## src/design/pawq_pkg.sv

```systemverilog
`timescale 1ns / 1ps
// Package for the pause-aware egress queue: codes, field widths, the descriptor
// and result layouts, and the controller/datapath command and status types.
// Used by every module of the block; depends on nothing.
package pawq_pkg;

    localparam int QUEUE_DEPTH_DEF = 64;

    localparam int SIZE_W   = 14;
    localparam int SRC_W    = 8;
    localparam int PTIME_W  = 16;
    localparam int QBYTES_W = 20;
    localparam int CFG_IDX_W  = 2;
    localparam int CFG_DATA_W = 20;
    localparam int IN_DATA_W  = 40;
    localparam int OUT_DATA_W = 64;

    // Event kinds carried in the input tuser.
    localparam logic [1:0] KIND_ARRIVE   = 2'd0;
    localparam logic [1:0] KIND_PAUSE    = 2'd1;
    localparam logic [1:0] KIND_COMPLETE = 2'd2;

    // Port send states.
    localparam logic [1:0] SEND_READY   = 2'd0;
    localparam logic [1:0] SEND_PENDING = 2'd1;
    localparam logic [1:0] SEND_PAUSED  = 2'd2;

    // Error codes.
    localparam logic [1:0] ERR_NONE   = 2'd0;
    localparam logic [1:0] ERR_STRAY  = 2'd1;
    localparam logic [1:0] ERR_FULL   = 2'd2;

    // Configuration register indexes.
    localparam logic [CFG_IDX_W-1:0] CFG_BYTE_LIMIT = 2'd0;
    localparam logic [CFG_IDX_W-1:0] CFG_ECN_ENABLE = 2'd1;
    localparam logic [CFG_IDX_W-1:0] CFG_ECN_THRESH = 2'd2;

    typedef struct packed {
        logic               ecn;
        logic [SRC_W-1:0]   src;
        logic [SIZE_W-1:0]  size;
    } t_desc;

    // Result beat, lowest field in the lowest bits.
    typedef struct packed {
        logic [1:0]          error_code;
        logic                over_limit;
        logic [1:0]          send_state;
        logic [QBYTES_W-1:0] queue_bytes;
        logic [SIZE_W-1:0]   start_size;
        logic                start_tx;
        logic                depart_ecn;
        logic [SRC_W-1:0]    depart_source;
        logic [SIZE_W-1:0]   depart_size;
        logic                depart_valid;
    } t_result;

    typedef enum logic [1:0] {
        ST_IDLE,
        ST_RD_HEAD,
        ST_RD_START,
        ST_COMMIT
    } t_state;

    typedef struct packed {
        logic accept;     // latch the input beat
        logic rd_head;    // read the descriptor at the head, write an arrival
        logic rd_start;   // capture the head, read the descriptor to start
        logic commit;     // update queue state and load the result register
    } t_cmd;

    typedef struct packed {
        logic out_free;   // result register can take a new beat this cycle
    } t_status;

endpackage

```

## src/design/pause_aware_egress_queue.sv

```systemverilog
`timescale 1ns / 1ps
// Top level of the pause-aware egress queue: joins the controller and the
// datapath and ties off the configuration handshake. Depends on pawq_pkg,
// pawq_ctrl and pawq_datapath.
//
//  Channel   Direction  Signals                          Beat
//  s_        in         i_s_tvalid/o_s_tready            one event per beat
//  m_        out        o_m_tvalid/i_m_tready            one result per event
//  cfg       in         i_cfg_valid/o_cfg_ready          one register write
//
// Each event passes through four steps: accept, head read, start read, commit;
// the descriptor memory, read at one address per cycle and twice per event,
// sets the two read steps.
// A result waits in the output register while the next event is accepted;
// the commit of that next event stalls until the waiting beat is taken.
// Reset is synchronous and active low; the queue comes out of it empty and
// ready to send, with no clearing pass. Configuration writes are always taken.
module pause_aware_egress_queue
    import pawq_pkg::*;
#(
    parameter int QUEUE_DEPTH = QUEUE_DEPTH_DEF
) (
    input  logic                  i_clk,
    input  logic                  i_rst_n,
    input  logic                  i_s_tvalid,
    output logic                  o_s_tready,
    // pkt_size[13:0], source_queue[21:14], ecn_in[22], pause_time[38:23], zero[39]
    input  logic [IN_DATA_W-1:0]  i_s_tdata,
    // kind[1:0]
    input  logic [1:0]            i_s_tuser,
    output logic                  o_m_tvalid,
    input  logic                  i_m_tready,
    // depart_valid[0], depart_size[14:1], depart_source[22:15], depart_ecn[23],
    // start_tx[24], start_size[38:25], queue_bytes[58:39], send_state[60:59],
    // over_limit[61], error_code[63:62]
    output logic [OUT_DATA_W-1:0] o_m_tdata,
    input  logic                  i_cfg_valid,
    output logic                  o_cfg_ready,
    input  logic [CFG_IDX_W-1:0]  i_cfg_index,
    input  logic [CFG_DATA_W-1:0] i_cfg_data
);

    t_cmd    cmd;
    t_status status;

    assign o_cfg_ready = 1'b1;

    pawq_ctrl u_ctrl (
        .i_clk      (i_clk),
        .i_rst_n    (i_rst_n),
        .i_s_tvalid (i_s_tvalid),
        .i_status   (status),
        .o_s_tready (o_s_tready),
        .o_cmd      (cmd)
    );

    pawq_datapath #(
        .QUEUE_DEPTH (QUEUE_DEPTH)
    ) u_datapath (
        .i_clk       (i_clk),
        .i_rst_n     (i_rst_n),
        .i_cmd       (cmd),
        .o_status    (status),
        .i_s_tdata   (i_s_tdata),
        .i_s_tuser   (i_s_tuser),
        .i_cfg_valid (i_cfg_valid),
        .i_cfg_index (i_cfg_index),
        .i_cfg_data  (i_cfg_data),
        .i_m_tready  (i_m_tready),
        .o_m_tvalid  (o_m_tvalid),
        .o_m_tdata   (o_m_tdata)
    );

endmodule

```

## src/design/pawq_ctrl.sv

```systemverilog
`timescale 1ns / 1ps
// Controller of the pause-aware egress queue: sequences each event through
// accept, two descriptor reads and a commit. Depends on pawq_pkg.
module pawq_ctrl
    import pawq_pkg::*;
(
    input  logic    i_clk,
    input  logic    i_rst_n,
    input  logic    i_s_tvalid,
    input  t_status i_status,
    output logic    o_s_tready,
    output t_cmd    o_cmd
);

    t_state r_state;
    t_state n_state;

    always_ff @(posedge i_clk) begin
        if (!i_rst_n) begin
            r_state <= ST_IDLE;
        end else begin
            r_state <= n_state;
        end
    end

    always_comb begin
        n_state = r_state;
        case (r_state)
            ST_IDLE: begin
                if (i_s_tvalid) n_state = ST_RD_HEAD;
            end
            ST_RD_HEAD:  n_state = ST_RD_START;
            ST_RD_START: n_state = ST_COMMIT;
            ST_COMMIT: begin
                if (i_status.out_free) n_state = ST_IDLE;
            end
            default: n_state = ST_IDLE;
        endcase
    end

    always_comb begin
        o_s_tready = 1'b0;
        o_cmd      = '0;
        case (r_state)
            ST_IDLE: begin
                o_s_tready   = 1'b1;
                o_cmd.accept = i_s_tvalid;
            end
            ST_RD_HEAD:  o_cmd.rd_head  = 1'b1;
            ST_RD_START: o_cmd.rd_start = 1'b1;
            ST_COMMIT:   o_cmd.commit   = i_status.out_free;
            default: begin
                o_s_tready = 1'b0;
            end
        endcase
    end

endmodule

```

## src/design/pawq_datapath.sv

```systemverilog
`timescale 1ns / 1ps
// Datapath of the pause-aware egress queue: descriptor memory, pointers, byte
// count, pause state, configuration registers and the result register.
// Depends on pawq_pkg; driven by commands from pawq_ctrl.
module pawq_datapath
    import pawq_pkg::*;
#(
    parameter int QUEUE_DEPTH = QUEUE_DEPTH_DEF
) (
    input  logic                  i_clk,
    input  logic                  i_rst_n,
    input  t_cmd                  i_cmd,
    output t_status               o_status,
    input  logic [IN_DATA_W-1:0]  i_s_tdata,
    input  logic [1:0]            i_s_tuser,
    input  logic                  i_cfg_valid,
    input  logic [CFG_IDX_W-1:0]  i_cfg_index,
    input  logic [CFG_DATA_W-1:0] i_cfg_data,
    input  logic                  i_m_tready,
    output logic                  o_m_tvalid,
    output logic [OUT_DATA_W-1:0] o_m_tdata
);

    localparam int PW     = (QUEUE_DEPTH > 2) ? $clog2(QUEUE_DEPTH) : 1;
    localparam int CW     = $clog2(QUEUE_DEPTH + 1);
    localparam int BW_RAW = $clog2(QUEUE_DEPTH * (2 ** SIZE_W));
    localparam int BW     = (BW_RAW > QBYTES_W + 1) ? BW_RAW : QBYTES_W + 1;
    localparam logic [PW-1:0] LAST_SLOT = PW'(QUEUE_DEPTH - 1);
    localparam logic [CW-1:0] FULL_CNT  = CW'(QUEUE_DEPTH);

    function automatic logic [PW-1:0] next_slot(input logic [PW-1:0] p);
        next_slot = (p == LAST_SLOT) ? '0 : p + PW'(1);
    endfunction

    t_desc mem [QUEUE_DEPTH];

    // Latched input beat.
    logic [1:0]          r_kind;
    t_desc               r_in;
    logic [PTIME_W-1:0]  r_ptime;

    logic [PW-1:0]       r_head, n_head;
    logic [PW-1:0]       r_tail, n_tail;
    logic [CW-1:0]       r_count, n_count;
    logic [BW-1:0]       r_bytes, n_bytes;
    logic [1:0]          r_pause, n_pause;
    logic                r_flight, n_flight;

    logic [QBYTES_W-1:0] r_byte_limit;
    logic                r_ecn_enable;
    logic [QBYTES_W-1:0] r_ecn_thresh;

    t_desc               r_rd_data;
    t_desc               r_dep;
    t_result             r_out, n_out;
    logic                r_out_valid;

    logic [PW-1:0]       rd_addr;
    logic                wr_en;
    logic [BW-1:0]       dep_size;

    assign o_status.out_free = !r_out_valid || i_m_tready;
    assign o_m_tvalid = r_out_valid;
    assign o_m_tdata  = r_out;

    always_ff @(posedge i_clk) begin
        if (i_cmd.accept) begin
            r_kind  <= i_s_tuser;
            r_in    <= i_s_tdata[SIZE_W+SRC_W:0];
            r_ptime <= i_s_tdata[SIZE_W+SRC_W+PTIME_W:SIZE_W+SRC_W+1];
        end
    end

    // The write of an arrival lands before the start read of the next cycle,
    // so an arrival into an empty store starts from its own descriptor.
    assign wr_en   = i_cmd.rd_head && (r_kind == KIND_ARRIVE) && (r_count < FULL_CNT);
    assign rd_addr = i_cmd.rd_head ? r_head :
                     ((r_kind == KIND_COMPLETE) ? next_slot(r_head) : r_head);

    always_ff @(posedge i_clk) begin
        if (wr_en) begin
            mem[r_tail] <= r_in;
        end
    end

    always_ff @(posedge i_clk) begin
        if (i_cmd.rd_head || i_cmd.rd_start) begin
            r_rd_data <= mem[rd_addr];
        end
        if (i_cmd.rd_start) begin
            r_dep <= r_rd_data;
        end
    end

    always_ff @(posedge i_clk) begin
        if (!i_rst_n) begin
            r_byte_limit <= '1;
            r_ecn_enable <= 1'b0;
            r_ecn_thresh <= '0;
        end else if (i_cfg_valid) begin
            case (i_cfg_index)
                CFG_BYTE_LIMIT: r_byte_limit <= i_cfg_data;
                CFG_ECN_ENABLE: r_ecn_enable <= i_cfg_data[0];
                CFG_ECN_THRESH: r_ecn_thresh <= i_cfg_data;
                default: ;
            endcase
        end
    end

    assign dep_size = BW'(r_dep.size);

    always_comb begin
        n_head   = r_head;
        n_tail   = r_tail;
        n_count  = r_count;
        n_bytes  = r_bytes;
        n_pause  = r_pause;
        n_flight = r_flight;
        n_out    = '0;
        case (r_kind)
            KIND_ARRIVE: begin
                if (r_count >= FULL_CNT) begin
                    n_out.error_code = ERR_FULL;
                end else begin
                    n_tail  = next_slot(r_tail);
                    n_count = r_count + CW'(1);
                    n_bytes = r_bytes + BW'(r_in.size);
                    n_out.over_limit = (n_bytes > BW'(r_byte_limit));
                    if (r_pause == SEND_READY && !r_flight) begin
                        n_out.start_tx   = 1'b1;
                        n_out.start_size = r_rd_data.size;
                        n_flight         = 1'b1;
                    end
                end
            end
            KIND_PAUSE: begin
                if (r_ptime != '0) begin
                    n_pause = r_flight ? SEND_PENDING : SEND_PAUSED;
                end else begin
                    n_pause = SEND_READY;
                    if (r_count != '0 && !r_flight) begin
                        n_out.start_tx   = 1'b1;
                        n_out.start_size = r_rd_data.size;
                        n_flight         = 1'b1;
                    end
                end
            end
            KIND_COMPLETE: begin
                if (!r_flight || r_count == '0) begin
                    n_out.error_code = ERR_STRAY;
                end else begin
                    n_head  = next_slot(r_head);
                    n_count = r_count - CW'(1);
                    n_out.depart_valid  = 1'b1;
                    n_out.depart_size   = r_dep.size;
                    n_out.depart_source = r_dep.src;
                    // Marking looks at the byte count before the packet leaves.
                    n_out.depart_ecn    = r_dep.ecn ||
                                          (r_ecn_enable && (r_bytes > BW'(r_ecn_thresh)));
                    n_bytes  = (r_bytes >= dep_size) ? r_bytes - dep_size : '0;
                    n_flight = 1'b0;
                    if (r_pause == SEND_PENDING) n_pause = SEND_PAUSED;
                    if (n_count != '0 && n_pause == SEND_READY) begin
                        n_out.start_tx   = 1'b1;
                        n_out.start_size = r_rd_data.size;
                        n_flight         = 1'b1;
                    end
                end
            end
            default: ;
        endcase
        n_out.queue_bytes = (n_bytes > BW'({QBYTES_W{1'b1}})) ? '1 : n_bytes[QBYTES_W-1:0];
        n_out.send_state  = n_pause;
    end

    always_ff @(posedge i_clk) begin
        if (!i_rst_n) begin
            r_head      <= '0;
            r_tail      <= '0;
            r_count     <= '0;
            r_bytes     <= '0;
            r_pause     <= SEND_READY;
            r_flight    <= 1'b0;
            r_out_valid <= 1'b0;
        end else begin
            if (i_cmd.commit) begin
                r_head   <= n_head;
                r_tail   <= n_tail;
                r_count  <= n_count;
                r_bytes  <= n_bytes;
                r_pause  <= n_pause;
                r_flight <= n_flight;
                r_out_valid <= 1'b1;
            end else if (i_m_tready) begin
                r_out_valid <= 1'b0;
            end
        end
    end

    always_ff @(posedge i_clk) begin
        if (i_cmd.commit) begin
            r_out <= n_out;
        end
    end

endmodule
```

## config.mk

```make
export PLATFORM = sky130hd
export DESIGN_NAME = pause_aware_egress_queue
export DESIGN_NICKNAME = d
export VERILOG_FILES = /design/src/design/pawq_pkg.sv /design/src/design/pause_aware_egress_queue.sv /design/src/design/pawq_ctrl.sv /design/src/design/pawq_datapath.sv
export SDC_FILE = /design/constraint.sdc
export NUM_CORES = 2
export LEC_CHECK = 0
export ABC_CLOCK_PERIOD_IN_PS = 3900
export BUFFER_PORTS_ARGS = -buffer_cell sky130_fd_sc_hd__buf_2
export CAP_MARGIN = 20
export CORE_MARGIN = 3
export CORE_UTILIZATION = 40
export CTS_BUF_LIST = sky130_fd_sc_hd__clkbuf_8 sky130_fd_sc_hd__clkbuf_16
export DETAILED_ROUTE_END_ITERATION = 12
export HOLD_SLACK_MARGIN = 0.1
export SLEW_MARGIN = 20
export SYNTH_ARGS = -nofsm -noshare
export SYNTH_HDL_FRONTEND = slang
export SYNTH_HIERARCHICAL = 1
export SYNTH_SLANG_ARGS = --single-unit
```

## constraint.sdc

```tcl
create_clock -name i_clk -period 3.9 [get_ports i_clk]
set_input_delay 0.975 -clock i_clk [delete_from_list [all_inputs] [get_ports i_clk]]
set_output_delay 0.975 -clock i_clk [all_outputs]
set_load 0.05 [all_outputs]
```

* Word level (Yosys, flattened, before mapping) *
Memories as Yosys holds them, arrays and structs flattened. A register that Yosys moved wholly into a read port is not among the register bits.
Index checks and enable logic that the tools add are counted.
W data, S select, Z words.

word-level totals
  flip-flop bits (word level) = 215
  RAM bits = 1472
  input bits = 69
  output and inout port bits = 67
  memories kept = 1

memory list
  memory          depth  width  read ports  clocked after Yosys merged registers in  wr ports  RTL line             text
  u_datapath.mem  64     23     1           1                                        1         pawq_datapath.sv:35  t_desc mem [QUEUE_DEPTH];

cells by class
  add/sub/neg operators = 6
  $lt $le $gt $ge = 6
  eq/ne operators = 17
  mux-type cells = 47
  bitwise gates (word level) = 4
  reduce and logical (&&, ||, !) cells = 34

operator list
  kind                    number
  $mux W15                5
  $mux W21                3
  $pmux W15 S3            1
  $gt A21 B20 Y1          2
  $pmux W21 S2            1
  $mux W39                1
  $mux W6                 4
  $add A21 B14 Y21        1
  $ge A21 B14 Y1          1
  $gt A21 B20 Y1 const B  1
  $sub A21 B14 Y21        1
  $mux W2                 9
  $mux W1                 16
  $reduce_bool A16 Y1     1
  $mux W7                 2
  $pmux W7 S2             1
  $reduce_bool A7 Y1      2
  $add A6 B1 Y6 const B   2
  $eq A6 B6 Y1 const B    2
  $logic_not A2 Y1        5
  $ne A2 B2 Y1 const B    5
  $eq A2 B1 Y1 const B    4
  $eq A2 B2 Y1 const B    4
  $pmux W2 S2             2
  other kinds (19)        38

* Logic depth before layout (Yosys ltp) *
  depth in word-level cells = 9
  gate-level depth with buffers = 18
  gate-level depth less buffers = 18

* Modules after synthesis *
The synthesis kept the hierarchy.

modules (own cells, without submodules)
  module                    instances  cells an instance  area each (um^2)  sequential area each (um^2)
  pawq_datapath             1          4792               68841.0           50438.4
  pawq_ctrl                 1          18                 171.4             40.0
  pause_aware_egress_queue  1          2                  11.3              0.0

* Worst setup path after synthesis *
OpenSTA, ideal clock, no wires.

  path kind = reg-to-reg
  from = register u_datapath/r_in[0] (netlist name)
  to = register u_datapath.r_out (netlist bit u_datapath/o_m_tdata[61]), data pin
  library setup time = 0.256 ns
  data arrival time = 3.924 ns
  slack = -0.281 ns
  stages on the path, launching flop included = 19
  clock period less this slack = 4.181 ns
  path through = edfxtp_1 > ha_1 > inv_1 > fa_1 > nor2b_1 > o2111ai_1 > nand4_1 > a31oi_1 > o21bai_1 > a21oi_1 > xnor2_1 > ha_1 > a21o_1 > a21o_1 > a21oi_1 > o21ai_0 > a21oi_1 > o21ai_0 > a22o_1

on the way
  cells in the longest elaborated chain, start to end = 2

ends and longest elaborated chain
  element                 RTL line              text
  start, declared         pawq_datapath.sv:39   t_desc r_in;
  start signal, assigned  pawq_datapath.sv:69   r_in <= i_s_tdata[SIZE_W+SRC_W:0];
  $add A21 B14 Y21        pawq_datapath.sv:127  n_bytes = r_bytes + BW'(r_in.size);
  $gt A21 B20 Y1          pawq_datapath.sv:128  n_out.over_limit = (n_bytes > BW'(r_byte_limit));
  end signal, assigned    pawq_datapath.sv:202  r_out <= n_out;
  end, declared           pawq_datapath.sv:55   t_result r_out, n_out;

No other way between the ends.
A chain may end at the register's enable or synchronous reset.

* Worst setup path after layout *
  from = register u_datapath.r_head[0]
  to = register u_datapath/r_rd_data[20] (netlist name)

on the way
  cells in the longest elaborated chain, start to end = 4

ends and longest elaborated chain
  element                                               RTL line              text
  start, declared                                       pawq_datapath.sv:42   logic [PW-1:0] r_head, n_head;
  start signal, assigned                                pawq_datapath.sv:187  r_head <= n_head;
  $add A6 B1 Y6 / $eq A6 B6 Y1 (equally long branches)  pawq_datapath.sv:32   next_slot = (p == LAST_SLOT) ? '0 : p + PW'(1);
  $mux W6                                               pawq_datapath.sv:32
  $mux W6                                               pawq_datapath.sv:78   ((r_kind == KIND_COMPLETE) ? next_slot(r_head) : r_head);
  $mux W6 *                                             pawq_datapath.sv:77   assign rd_addr = i_cmd.rd_head ? r_head :

Mark *: on every way between the ends. The rest lies on a longest branch, timed or not.

==> flow_summary.json <==
{
  "status": "completed",
  "cts_root_buf": "clkbuf_16",
  "start_util": 0.405,
  "clkSinkCount": 1710,
  "core-area_sq_um": 170000,
  "totalWireLength_um": 195000,
  "vias_per_cell": 5.66,
  "synth_commonest_cells": "edfxtp_1 (1623), nand2_1 (885), a21oi_1 (258)",
  "power_w": 0.0462,
  "path_class": "reg -> reg",
  "dr.pass1.iters": 5,
  "power_density_nw_per_um2": 574,
  "finalCriticalPeriod_ns": 3.81,
  "synth.net_count": 4965,
  "synth_edf_count": 1623,
  "clock_skew_ns": 0.0254,
  "finalMaxSlewViolations": 0,
  "setup_violations": 0,
  "min_period_over_period": 0.976,
  "drc": 0,
  "cp-end-kind": "flop",
  "final_antenna_net_count": 0,
  "cp-start-kind": "flop",
  "grt_usage": 0.215,
  "ys_warn_count": 6,
  "netlist_area_sq_um": 69000,
  "fp.dieH_um": 421,
  "wl_per_cell_um": 25.6,
  "crit_fanout": 26,
  "cts_made_buffers": 172,
  "yosysSeqAreaShare": 0.731,
  "drive_above_1_share": 0.172,
  "dp_hpwl_um": 118000,
  "gp_congestion": 0.897,
  "async_flop_share": 0,
  "nNetsFinal": 5331,
  "grt_max_degree": 102,
  "ios": 136,
  "gr-total-overflow": 0,
  "synth_most_common_cell": "edfxtp_1",
  "min-delay-path-class": "in -> reg",
  "postCtsHoldBufs": 0,
  "yosys.area.top_type_share": 0.706,
  "grt_pass1_vias": 41100,
  "num_rows": 151,
  "dieArea_sq_um": 178000,
  "htreeDepth": 4,
  "synth_area_leaders": "edfxtp_1 (71%), nand2_1 (4.8%), dfxtp_1 (2.5%), mux4_2 (2.2%), a21oi_1 (1.9%)",
  "drt_iter0_markers": 4516,
  "p_leak_nw": 28.0,
  "io_buffers": 133,
  "die_x_um": 421,
  "hold_viol": 0,
  "ys_ff_latch": 1710,
  "required_ns": 4.42,
  "clockBufferDepth": 3,
  "clk_pin_slew_ns": 0.06,
  "ir_drop_uv": 518,
  "timing.hold.ws_ns": 0.341,
  "crit_arrival_ns": 4.32,
  "tightest_slew_ns": 0.999,
  "avgSynthCellArea_sq_um": 14.3,
  "via_count": 43100,
  "cap_violations": 0,
  "synthCells": 4812,
  "post-place-cells": 7294,
  "clk_latency_ns": 0.82,
  "synth_top_area_cell": "edfxtp_1",
  "fmax_mhz": 263,
  "synthToLayoutAreaGrowth_pct": 16.6,
  "layout.cells.non_filler": 7618,
  "ys_types": 87,
  "ys.flop_type": "edfxtp_1",
  "timing.slew.headroom": 0.334,
  "grt_pass1_wl_um": 284000,
  "cts_tree": "done",
  "antenna_found_initial": 8
}
## logic make-up after synthesis
| family | synth area share |
|---|---|
| other | 0.0000543 |
| multiplexers | 0.0369 |
| adder cells (fa/ha/maj) | 0.0154 |
| flip-flops | 0.731 |
| buffers and inverters | 0.0251 |
| AND/OR/NAND/NOR | 0.0936 |
| XOR/XNOR | 0.00698 |
| AO/OA/AOI/OAI | 0.0906 |
## worst max-delay path: stages (launching register included)
cell	delay (ns)
dfxtp_1	0.34
ha_1	0.23
and2_1	0.35
nand4b_4	0.20
nand2_8	0.27
buf_12	0.25
buf_12	0.20
buf_12	0.17
mux4_2	0.49
o21ai_0	0.40
a22oi_1	0.23
a22o_1	0.34
## through the flow
step	setup WS (ns)	area [sq um]	setup TNS [ns]	utilization
global placement	0.00197	74700	0	0.438
floorplan	-0.246	69000	-0.246	-
global route	-0.00323	80400	-0.00323	0.472
finish	0.0943	80500	0	0.472
detailed placement	0.00638	74700	0	0.438
CTS	0.00845	80300	0	0.471
## state kept, by name, summed over array words and instances (netlist names), 9 cells and up
register                 count
u_datapath/r_rd_data        23
u_datapath/o_m_tdata        64
u_datapath/r_bytes          21
u_datapath/r_in             23
u_datapath/r_dep             9
u_datapath/mem            1472
u_datapath/r_ptime          16
u_datapath/r_byte_limit     20
u_datapath/dep_size         14
u_datapath/r_ecn_thresh     20
## cell usage in the layout, fill, tap and decap left out, types with 35 or more instances in the layout
cell,n
clkinv_1,35
a31oi_1,66
buf_2,133
and3_1,44
mux4_2,66
mux2i_1,105
o22ai_1,35
a21oi_1,257
nand2_1,885
dfxtp_1,86
a211oi_1,41
a221oi_1,60
buf_12,48
clkbuf_16,175
ha_1,79
edfxtp_1,1623
a221o_1,57
nand3_1,234
buf_4,305
nor2_2,64
o21ai_0,154
nor2_1,91
inv_1,120
## routing by layer
metal | vias to the layer above | part of all wire | global-route usage
li1 | 19100 | - | -
met1 | 21800 | 0.41 | 0.296
met2 | 1803 | 0.47 | 0.343
met3 | 333 | 0.081 | 0.0406
met4 | 2 | 0.037 | 0.0760
met5 | - | 0.000067 | 0
## power by group
part	internal (W)	switching, W	total, W
clock network	0.00949	0.00692	0.0164
logic	0.00238	0.00556	0.00794
registers	0.0216	0.000222	0.0219
## path summary, 6_finish.rpt
check / from / end / slack (ns) / cells past startpoint
max: u_datapath/r_head[0] / u_datapath/r_rd_data[20] / 0.09 / 11
min: i_s_tdata[31] / u_datapath/r_ptime[8] / 0.34 / 1
min reg2reg: u_datapath/r_rd_data[22] / u_datapath/r_dep[22] / 0.42 / 0
max reg2reg: u_datapath/r_head[0] / u_datapath/r_rd_data[20] / 0.09 / 11
## final cells by class
cell class                 count  area (sq um)
antenna                        6          15.0
tap                         2295          2870
inverter                      80           300
clock buffer                 183          4490
clock inverter               130          1140
sequential                  1710         50500
multi-input combinational   2725         17200
fill                       14700         90000
timing repair buffer         489          3970
## what timing repair did
item                                    4_1_cts  5_1_grt
gates resized for setup                       0       23
setup buffers                                 0        5
endpoints found under the setup margin        0       21
(Power assumes the default switching activity.)
